==> src/dshot4fe_pkg.sv <==
// Shared types, constants and packet builder for the four-lane DShot frame encoder.
package dshot4fe_pkg;

  localparam int FRAME_SLOTS = 18;
  localparam int MOTOR_LANES = 4;
  localparam int LANE_FIELDS = 4;
  localparam int DATA_SLOTS  = 16;
  localparam int SLOT_W      = $clog2(FRAME_SLOTS);
  localparam int VALUE_W     = 11;
  localparam int DUTY_W      = 8;
  localparam int PACKET_W    = 16;
  localparam int CFG_INDEX_W = 2;

  localparam logic [CFG_INDEX_W-1:0] REG_ONE_BIT_DUTY  = CFG_INDEX_W'(0);
  localparam logic [CFG_INDEX_W-1:0] REG_ZERO_BIT_DUTY = CFG_INDEX_W'(1);

  localparam logic [DUTY_W-1:0] ONE_BIT_DUTY_RESET  = DUTY_W'(15);
  localparam logic [DUTY_W-1:0] ZERO_BIT_DUTY_RESET = DUTY_W'(7);

  typedef struct packed {
    logic [VALUE_W-1:0] motor0_value;
    logic [VALUE_W-1:0] motor1_value;
    logic [VALUE_W-1:0] motor2_value;
    logic [VALUE_W-1:0] motor3_value;
    logic               telemetry_request;
  } cmd_t;

  typedef struct packed {
    logic [4:0]        slot_number;
    logic [DUTY_W-1:0] motor0_duty;
    logic [DUTY_W-1:0] motor1_duty;
    logic [DUTY_W-1:0] motor2_duty;
    logic [DUTY_W-1:0] motor3_duty;
    logic              frame_end;
  } slot_t;

  typedef struct packed {
    logic load;
    logic shift;
  } lane_ctrl_t;

  // 12-bit word (value, telemetry) followed by the XOR of its three nibbles
  function automatic logic [PACKET_W-1:0] make_packet(input logic [VALUE_W-1:0] value,
                                                     input logic telemetry);
    logic [11:0] word;
    logic [3:0]  csum;
    word = {value, telemetry};
    csum = word[3:0] ^ word[7:4] ^ word[11:8];
    return {word, csum};
  endfunction

endpackage

==> src/dshot4fe_lane.sv <==
// One motor lane: builds the packet and shifts it out MSB first, one bit per slot.
module dshot4fe_lane
  import dshot4fe_pkg::*;
(
  input  logic                clk,
  input  lane_ctrl_t          ctrl,
  input  logic [VALUE_W-1:0]  value,
  input  logic                telemetry,
  output logic                bit_out
);

  logic [PACKET_W-1:0] packet;

  always_ff @(posedge clk) begin
    if (ctrl.load) begin
      packet <= make_packet(value, telemetry);
    end else if (ctrl.shift) begin
      packet <= {packet[PACKET_W-2:0], 1'b0};
    end
  end

  assign bit_out = packet[PACKET_W-1];

endmodule

==> src/dshot_four_lane_frame_encoder_core.sv <==
// Four-lane DShot frame encoder: one command in, FRAME_SLOTS slot beats out.
// The accepted command loads the lanes and sets busy; the first slot beat is then registered into out_data.
// Throughput: one slot beat per cycle while out_ready does not stall the output;
// the next command is taken in the cycle the last slot is loaded into the output register.
// Reset (synchronous, rst high): frame engine idle, output empty, duties 15 and 7.
module dshot_four_lane_frame_encoder_core
  import dshot4fe_pkg::*;
(
  input  logic                   clk,
  input  logic                   rst,
  input  logic                   in_valid,
  output logic                   in_ready,
  input  cmd_t                   in_data,
  output logic                   out_valid,
  input  logic                   out_ready,
  output slot_t                  out_data,
  input  logic                   cfg_valid,
  output logic                   cfg_ready,
  input  logic [CFG_INDEX_W-1:0] cfg_index,
  input  logic [DUTY_W-1:0]      cfg_data
);

  localparam logic [SLOT_W-1:0] LAST_SLOT = SLOT_W'(FRAME_SLOTS - 1);

  logic              busy;
  logic [SLOT_W-1:0] slot;
  logic [DUTY_W-1:0] one_bit_duty;
  logic [DUTY_W-1:0] zero_bit_duty;

  logic              advance;
  logic              accept;
  logic              last;
  lane_ctrl_t        lane_ctrl;
  logic [VALUE_W-1:0] lane_value [LANE_FIELDS];
  logic [LANE_FIELDS-1:0] lane_bit;
  logic [DUTY_W-1:0] lane_duty [LANE_FIELDS];
  slot_t             slot_next;

  assign advance   = busy && (!out_valid || out_ready);
  assign last      = (slot == LAST_SLOT);
  assign in_ready  = !busy || (advance && last);
  assign accept    = in_valid && in_ready;
  assign cfg_ready = 1'b1;

  assign lane_ctrl.load  = accept;
  assign lane_ctrl.shift = advance;

  assign lane_value[0] = in_data.motor0_value;
  assign lane_value[1] = in_data.motor1_value;
  assign lane_value[2] = in_data.motor2_value;
  assign lane_value[3] = in_data.motor3_value;

  for (genvar i = 0; i < LANE_FIELDS; i++) begin : g_lane
    if (i < MOTOR_LANES) begin : g_built
      dshot4fe_lane u_lane (
        .clk       (clk),
        .ctrl      (lane_ctrl),
        .value     (lane_value[i]),
        .telemetry (in_data.telemetry_request),
        .bit_out   (lane_bit[i])
      );
      always_comb begin
        if (slot < SLOT_W'(DATA_SLOTS)) begin
          lane_duty[i] = lane_bit[i] ? one_bit_duty : zero_bit_duty;
        end else begin
          lane_duty[i] = '0;
        end
      end
    end else begin : g_absent
      assign lane_bit[i]  = 1'b0;
      assign lane_duty[i] = '0;
    end
  end

  // merge lane duties into one slot beat
  always_comb begin
    slot_next.slot_number = 5'(slot);
    slot_next.motor0_duty = lane_duty[0];
    slot_next.motor1_duty = lane_duty[1];
    slot_next.motor2_duty = lane_duty[2];
    slot_next.motor3_duty = lane_duty[3];
    slot_next.frame_end   = last;
  end

  always_ff @(posedge clk) begin
    if (rst) begin
      busy          <= 1'b0;
      slot          <= '0;
      out_valid     <= 1'b0;
      one_bit_duty  <= ONE_BIT_DUTY_RESET;
      zero_bit_duty <= ZERO_BIT_DUTY_RESET;
    end else begin
      if (cfg_valid) begin
        unique case (cfg_index)
          REG_ONE_BIT_DUTY:  one_bit_duty  <= cfg_data;
          REG_ZERO_BIT_DUTY: zero_bit_duty <= cfg_data;
          default: ;
        endcase
      end
      if (advance) begin
        out_valid <= 1'b1;
        out_data  <= slot_next;
        slot      <= last ? '0 : slot + SLOT_W'(1);
      end else if (out_ready) begin
        out_valid <= 1'b0;
      end
      // a new command on the last slot keeps the engine running
      if (accept) begin
        busy <= 1'b1;
      end else if (advance && last) begin
        busy <= 1'b0;
      end
    end
  end

endmodule
==> config.mk <==
export PLATFORM = sky130hd
export DESIGN_NAME = dshot_four_lane_frame_encoder_core
export DESIGN_NICKNAME = d
export VERILOG_FILES = /design/src/dshot4fe_pkg.sv /design/src/dshot4fe_lane.sv /design/src/dshot_four_lane_frame_encoder_core.sv
export SDC_FILE = /design/constraint.sdc
export NUM_CORES = 1
export LEC_CHECK = 0
export BUFFER_PORTS_ARGS = -buffer_cell sky130_fd_sc_hd__buf_2
export CAP_MARGIN = 5
export CORE_ASPECT_RATIO = 0.75
export CORE_UTILIZATION = 55
export DETAILED_ROUTE_END_ITERATION = 10
export PLACE_DENSITY = 0.76
export SYNTH_ARGS = -nofsm -noshare
export SYNTH_HDL_FRONTEND = slang
export SYNTH_SLANG_ARGS = --single-unit
==> constraint.sdc <==
create_clock -name clk -period 18.99 [get_ports clk]
set_clock_uncertainty 0.2 [all_clocks]
set_input_delay 3.798 -clock clk [delete_from_list [all_inputs] [get_ports clk]]
set_output_delay 3.798 -clock clk [all_outputs]
set_load 0.03 [all_outputs]
==> results.md, run 1 <==
- DRC: 0
- Startpoint types: input pin
- CP required: 14.99 ns
- Gr usage total: approximately a fifth
- Postcts setup bufs: 0
- Final setup TNS: 0 ns
- Initial Utilization: 56.97%
- Power Density: 108.1 nW/um^2
- Crit path to: in_ready
- Clock-pin slew on the worst setup and hold paths: 0.05 ns
- Sequential element share of the synthesized area: 63.52%
- CTS resizes: 0
- Filler cells: 712
- Hold buffer count at cts: 0
- WL per Instance: 15.62 um
- Placement Rows: 31
- CTS root buf: clkbuf_16
- Gpl congestion: 0.7515
- Total leakage power: 2.624 nW
- Nets: 539
- Worst-skew pair later-pin latency: around 0.41 ns
- Hold Path Class: reg2reg
- R2R setup slack: 16.01 ns
- Setup CP Type: in2out
- Port Buffers: 99
- Mapped Area: 5547 um^2
- Slew HR: 17.12%
- Dpl hpwl: 6.275 mm
- First-pass iteration count of the detailed router: 5
- Finished Core Util: 68.64%
- Via/cell ratio: 5.204
- CP startpoint: out_ready
- Syn_area_per_cell: 14.71 um^2
- RSZ-0062 raised after global routing: no
- R2r endpoint: g_lane[3].g_built.u_lane.packet[5]
- Setup violators final: 0
- CP Max Fanout: 8
- Grt ovf: 0
- Initial detailed-routing violation count: 204
- Core Footprint: ~9700 um^2
- H-tree levels: 4
- R2R Path Start: slot[4]
- Worst Path Arrival: 4.68 ns
- Cts bufs inserted: 17
- VDD IR max: 0.00007461 V
- Syn nets: 439
- CTS tree: done
- Cells on worst reg2reg path: 5
- Gate Count Post-Synth: about 380
- Share of layout cells above drive strength 1: 37.76%
- Yosys warns: 0
- Slew Limit Fails: 0
- Diode count: 0
- Netlist cell types: 36
- Outcome: complete, no violations
- Final WL: 9.716 mm
- Final count of hold timing violations: 0
- Final cycle utilization of the critical path: 45.69%
- Largest net degree at the start of global routing: 65
- Vias in the first global route: 3112
- DIE HEIGHT: approximately 89 um
- Slew @ Worst Pin: between 1 and 1.5 ns
- Global-route wire length before repair: 15.47 mm
- Seq cells post-synth: between 100 and 150
- Total vias in the final route: about 3200
- Total power: 0.7226 mW
- Clock Tree Buf Depth: 2
- Io pins: 101
- Die ar.: 10490 um^2
- Crit. End Element: output port
- Initial antenna violation count: 0
- Layout area overhead: 20.48%
- Max_cap viols: 0
- Final min period: around 8.7 ns
- Clock sink count: roughly 130
- Die Width: 118.0 um
- ANT nets after route: 0
- Max frequency: between 100 and 150 MHz
## per-stage QoR
| step | hold slack, ns | std cells | area, um^2 | setup slack, ns |
|---|---|---|---|---|
| 5_1_grt | 0.3365 | 622 | 6683 | 10.28 |
| 6_report | 0.3262 | 622 | 6683 | 10.31 |
| 3_3_place_gp | 0.3006 | 590 | 6120 | 10.45 |
| 4_1_cts | 0.3273 | 622 | 6683 | 10.32 |
| 2_1_floorplan | 0.2029 | 377 | 5547 | 9.880 |
| 3_5_place_dp | 0.3164 | 590 | 6120 | 10.31 |
## power breakdown
part	internal (mW)	leakage, nW	switching, mW	total, mW
logic	0.0356	1.19	0.0371	0.0727
registers	0.327	1.16	0.0126	0.340
clock network	0.202	0.274	0.108	0.310
total	0.565	2.62	0.157	0.723
## critical path, cell delays in order
cell     delay, ns
buf_2         0.10
nor2b_1       0.35
o21ai_0       0.20
buf_2         0.22
## placed cells by master, fill, tap and decap left out, drive strengths merged, types with 4 or more instances in the layout
cell	n
edfxtp	102
buf	101
mux2	60
nor2	50
mux2i	41
xnor2	28
dfxtp	23
clkbuf	20
clkinv	9
a211o	7
inv	7
nor2b	6
a21oi	5
xor2	4
o21ai	4
## how the worst min path moves through the flow
stage               startpoint            to  slack [ns]  cells after the start
finish                 slot[1]  out_data[34]        0.33                      0
detailed placement     slot[1]  out_data[34]        0.32                      0
global route           slot[1]  out_data[34]        0.34                      0
floorplan              slot[4]  out_data[37]        0.20                      0
CTS                    slot[1]  out_data[34]        0.33                      0
global placement       slot[3]  out_data[36]        0.30                      0
## state kept, by name, summed over array words and instances (netlist names)
signal / flops
g_lane.g_built.u_lane.packet: 64
out_data: 38
one_bit_duty: 8
zero_bit_duty: 8
slot: 5
busy: 1
out_valid: 1
## Yosys cell counts (all sizes together)
cell	instances	area [um^2]
edfxtp	102	3063
a311oi	1	8.760
nand3	1	5.000
xnor2	28	245.2
xor2	4	35.03
a31oi	2	27.53
a211o	7	61.31
dfxtp	23	460.4
or4	3	22.52
a41oi	1	8.760
conb	1	3.750
o21ai	4	20.02
clkbuf	10	37.54
nor2b	6	37.54
o2111a	1	11.26
nand4bb	1	16.27
nor3b	1	7.510
inv	7	26.27
nand2b	1	6.260
nor3	1	5.000
o31ai	1	7.510
nor2	50	187.7
and3	1	6.260
ha	2	25.02
mux2	60	675.6
buf	10	88.83
nand2	1	3.750
mux2i	41	410.4
nand3b	1	7.510
a21oi	5	25.02
## logic make-up after synthesis
family	share of synthesized area, %
flops	63.52
mux	19.58
simple gates	5.504
xor+xnor	5.053
buf+inv	2.752
compound gates	3.068
fa+ha+maj	0.4511
other cells	0.06761
## area by class of cell
cell class / count / area, um^2 / share of cell area, %
clock inverters: 12 / 126.4 / 1.891
well taps: 132 / 165.2 / 2.471
clock buffers: 20 / 436.7 / 6.534
repair buffers: 101 / 510.5 / 7.639
flip-flops and latches: 125 / 3523 / 52.72
inverters: 7 / 26.28 / 0.3932
multi-input cells: 225 / 1894 / 28.35
## layer usage
metal | share of wire, % | GRT usage, % | up-vias | wire [um]
met3 | 5.5 | 5.931 | 14 | 539
met5 | 0 | 0 | - | 0
met4 | 1.7 | 9.790 | 0 | 170
met2 | 45 | 30.59 | 85 | 4389
met1 | 48 | 26.59 | 1557 | 4618
li1 | - | - | 1581 | -
Power figures use the tool's default switching activity.
==> run 2, diff against run 1 <==
--- a/config.mk
+++ b/config.mk
@@ -8,9 +8,9 @@
 export BUFFER_PORTS_ARGS = -buffer_cell sky130_fd_sc_hd__buf_2
 export CAP_MARGIN = 5
 export CORE_ASPECT_RATIO = 0.75
-export CORE_UTILIZATION = 55
+export CORE_UTILIZATION = 50
 export DETAILED_ROUTE_END_ITERATION = 10
-export PLACE_DENSITY = 0.76
+export PLACE_DENSITY = 0.73
 export SYNTH_ARGS = -nofsm -noshare
 export SYNTH_HDL_FRONTEND = slang
 export SYNTH_SLANG_ARGS = --single-unit
==> constraint.sdc (replaced) <==
create_clock -name clk -period 7.8 [get_ports clk]
set_clock_uncertainty 0.2 [all_clocks]
set_input_delay 1.56 -clock clk [delete_from_list [all_inputs] [get_ports clk]]
set_output_delay 1.56 -clock clk [all_outputs]
set_load 0.03 [all_outputs]
==> run 2 against run 1 <==
  * Hold slack lost 0.00064 ns
  * Utilization shrank 5.5 points
  * Combinational power grew 140%
  * Sequential cell count is the same
==> results.md, run 2 (same netlist as run 1, synthesis figures left out) <==
- Outcome: complete, no violations
- Worst Path Arrival: approximately 2.4 ns
- Power Density: approximately 250 nW/um^2
- CP startpoint: out_ready
- Final setup TNS: 0 ns
- ANT nets after route: 0
- Clock-pin slew on the worst setup and hold paths: 0.05 ns
- DRC: 0
- RSZ-0062 raised after global routing: no
- First-pass iteration count of the detailed router: 5
- Die ar.: 11520 um^2
- Worst hold stages: 0
- Biggest regs: g_lane.g_built.u_lane.packet (64), out_data (38)
- Max reg flops: 64
- Worst-skew pair later-pin latency: 0.40 ns
- Delay-heaviest family, CP: simple AND/OR/NAND/NOR gates
- CP required: roughly 6 ns
- Gpl congestion: approximately 0.71
- Max_cap viols: 0
- Vias in the first global route: 3140
- Final count of hold timing violations: 0
- CP Cell Sequence: buf_2, nor2b_1, o21ai_0, buf_2
- Initial antenna violation count: 0
- Nets: 540
- Slowest-stage cell, CP: nor2b_1
- Reg with most FFs: g_lane.g_built.u_lane.packet
- WP depth: 4
- VDD IR max: 0.0001739 V
- Final cycle utilization of the critical path: 53.89%
- R2R setup slack: approximately 5.3 ns
- Die Width: 123.6 um
- Io pins: 101
- Final min period: 4.203 ns
- DIE HEIGHT: 93.22 um
- Global-route wire length before repair: 15.55 mm
- CTS resizes: 0
- Startpoint types: input pin
- Hold buffer count at cts: 0
- Largest net degree at the start of global routing: 65
- R2R Path Start: slot[1]
- Port Buffers: 99
- Max frequency: ~240 MHz
- Slew Limit Fails: 0
- Postcts setup bufs: 0
- R2r endpoint: g_lane[2].g_built.u_lane.packet[3]
- Min-Delay Endpoint: out_data[34]
- Gr usage total: approximately a fifth
- Initial detailed-routing violation count: 276
- Grt ovf: 0
- Setup violators final: 0
- Total power: 1.689 mW
- Setup CP Type: in2out
- Final WL: 9.939 mm
- Core Footprint: 10530 um^2
- Most frequent cells in the layout: edfxtp_1, buf_2, mux2_2
- Cts bufs inserted: 17
- Hold Path Class: reg2reg
- Slowest stage delay, CP: roughly 0.35 ns
- Crit. End Element: output port
- Slew HR: 30.40%
- Total vias in the final route: between 3000 and 4000
- Initial Utilization: 52.67%
- Top cell by count, worst path: buf_2
- Share of layout cells above drive strength 1: a little under two fifths
- CP Max Fanout: 8
- Most common cell after layout, fill and taps aside: edfxtp_1
- CTS tree: done
- Diode count: 0
- Clock sink count: 125
- Slew @ Worst Pin: 1.041 ns
- Total leakage power: 2.608 nW
- Layout area overhead: 19.85%
- Clock Tree Buf Depth: 2
- CTS root buf: clkbuf_16
- H-tree levels: 4
- Dpl hpwl: 6.466 mm
- Via/cell ratio: 5.187
- Worst Path Buf+Inv: 2
- Min-delay src: slot[1]
- Cells on worst reg2reg path: 7
- Placement Rows: 32
- WL per Instance: 15.85 um
[run 2: area by class of cell]
type / count / area (um^2)
fill: 829 / 3882
inverter: 7 / 26.28
sequential: 125 / 3523
clock inverter: 3 / 15.01
tap: 136 / 170.2
clock buffer: 29 / 500.5
multi-input combinational: 225 / 1894
timing repair buffer: 102 / 518.0
[run 2: power by group]
part / internal (mW) / switching (mW) / leakage [nW]
Combinational: 0.0866 / 0.0908 / 1.20
Sequential: 0.797 / 0.0299 / 1.16
Clock: 0.429 / 0.255 / 0.253
Total: 1.31 / 0.376 / 2.61
[run 2: how the worst max path moves through the flow]
stage	end	slack [ns]
3_3_place_gp	in_ready	3.73
2_1_floorplan	g_lane[0].g_built.u_lane.packet[0]	0.93
4_1_cts	in_ready	3.62
5_1_grt	in_ready	3.50
6_report	in_ready	3.60
3_5_place_dp	in_ready	3.62
[run 2: through the flow]
step	setup slack [ns]	utilization [%]	hold slack, ns	area (um^2)	instances
final	3.597	63.13	0.3255	6648	627
after global routing	3.500	63.13	0.3396	6648	627
after CTS	3.616	63.13	0.3274	6648	627
after detailed placement	3.616	58.23	0.3169	6132	595
after global placement	3.731	58.23	0.3050	6132	595
after floorplan	0.9276	-	0.2029	5547	377
[run 2: routing by layer]
| metal | global-route usage, % | vias up | routed length (um) |
|---|---|---|---|
| met5 | 0 | - | 0 |
| li1 | - | 1591 | - |
| met2 | 25.74 | 89 | 4390 |
| met1 | 26.77 | 1564 | 4869 |
| met4 | 9.639 | 0 | 84 |
| met3 | 5.000 | 8 | 594 |
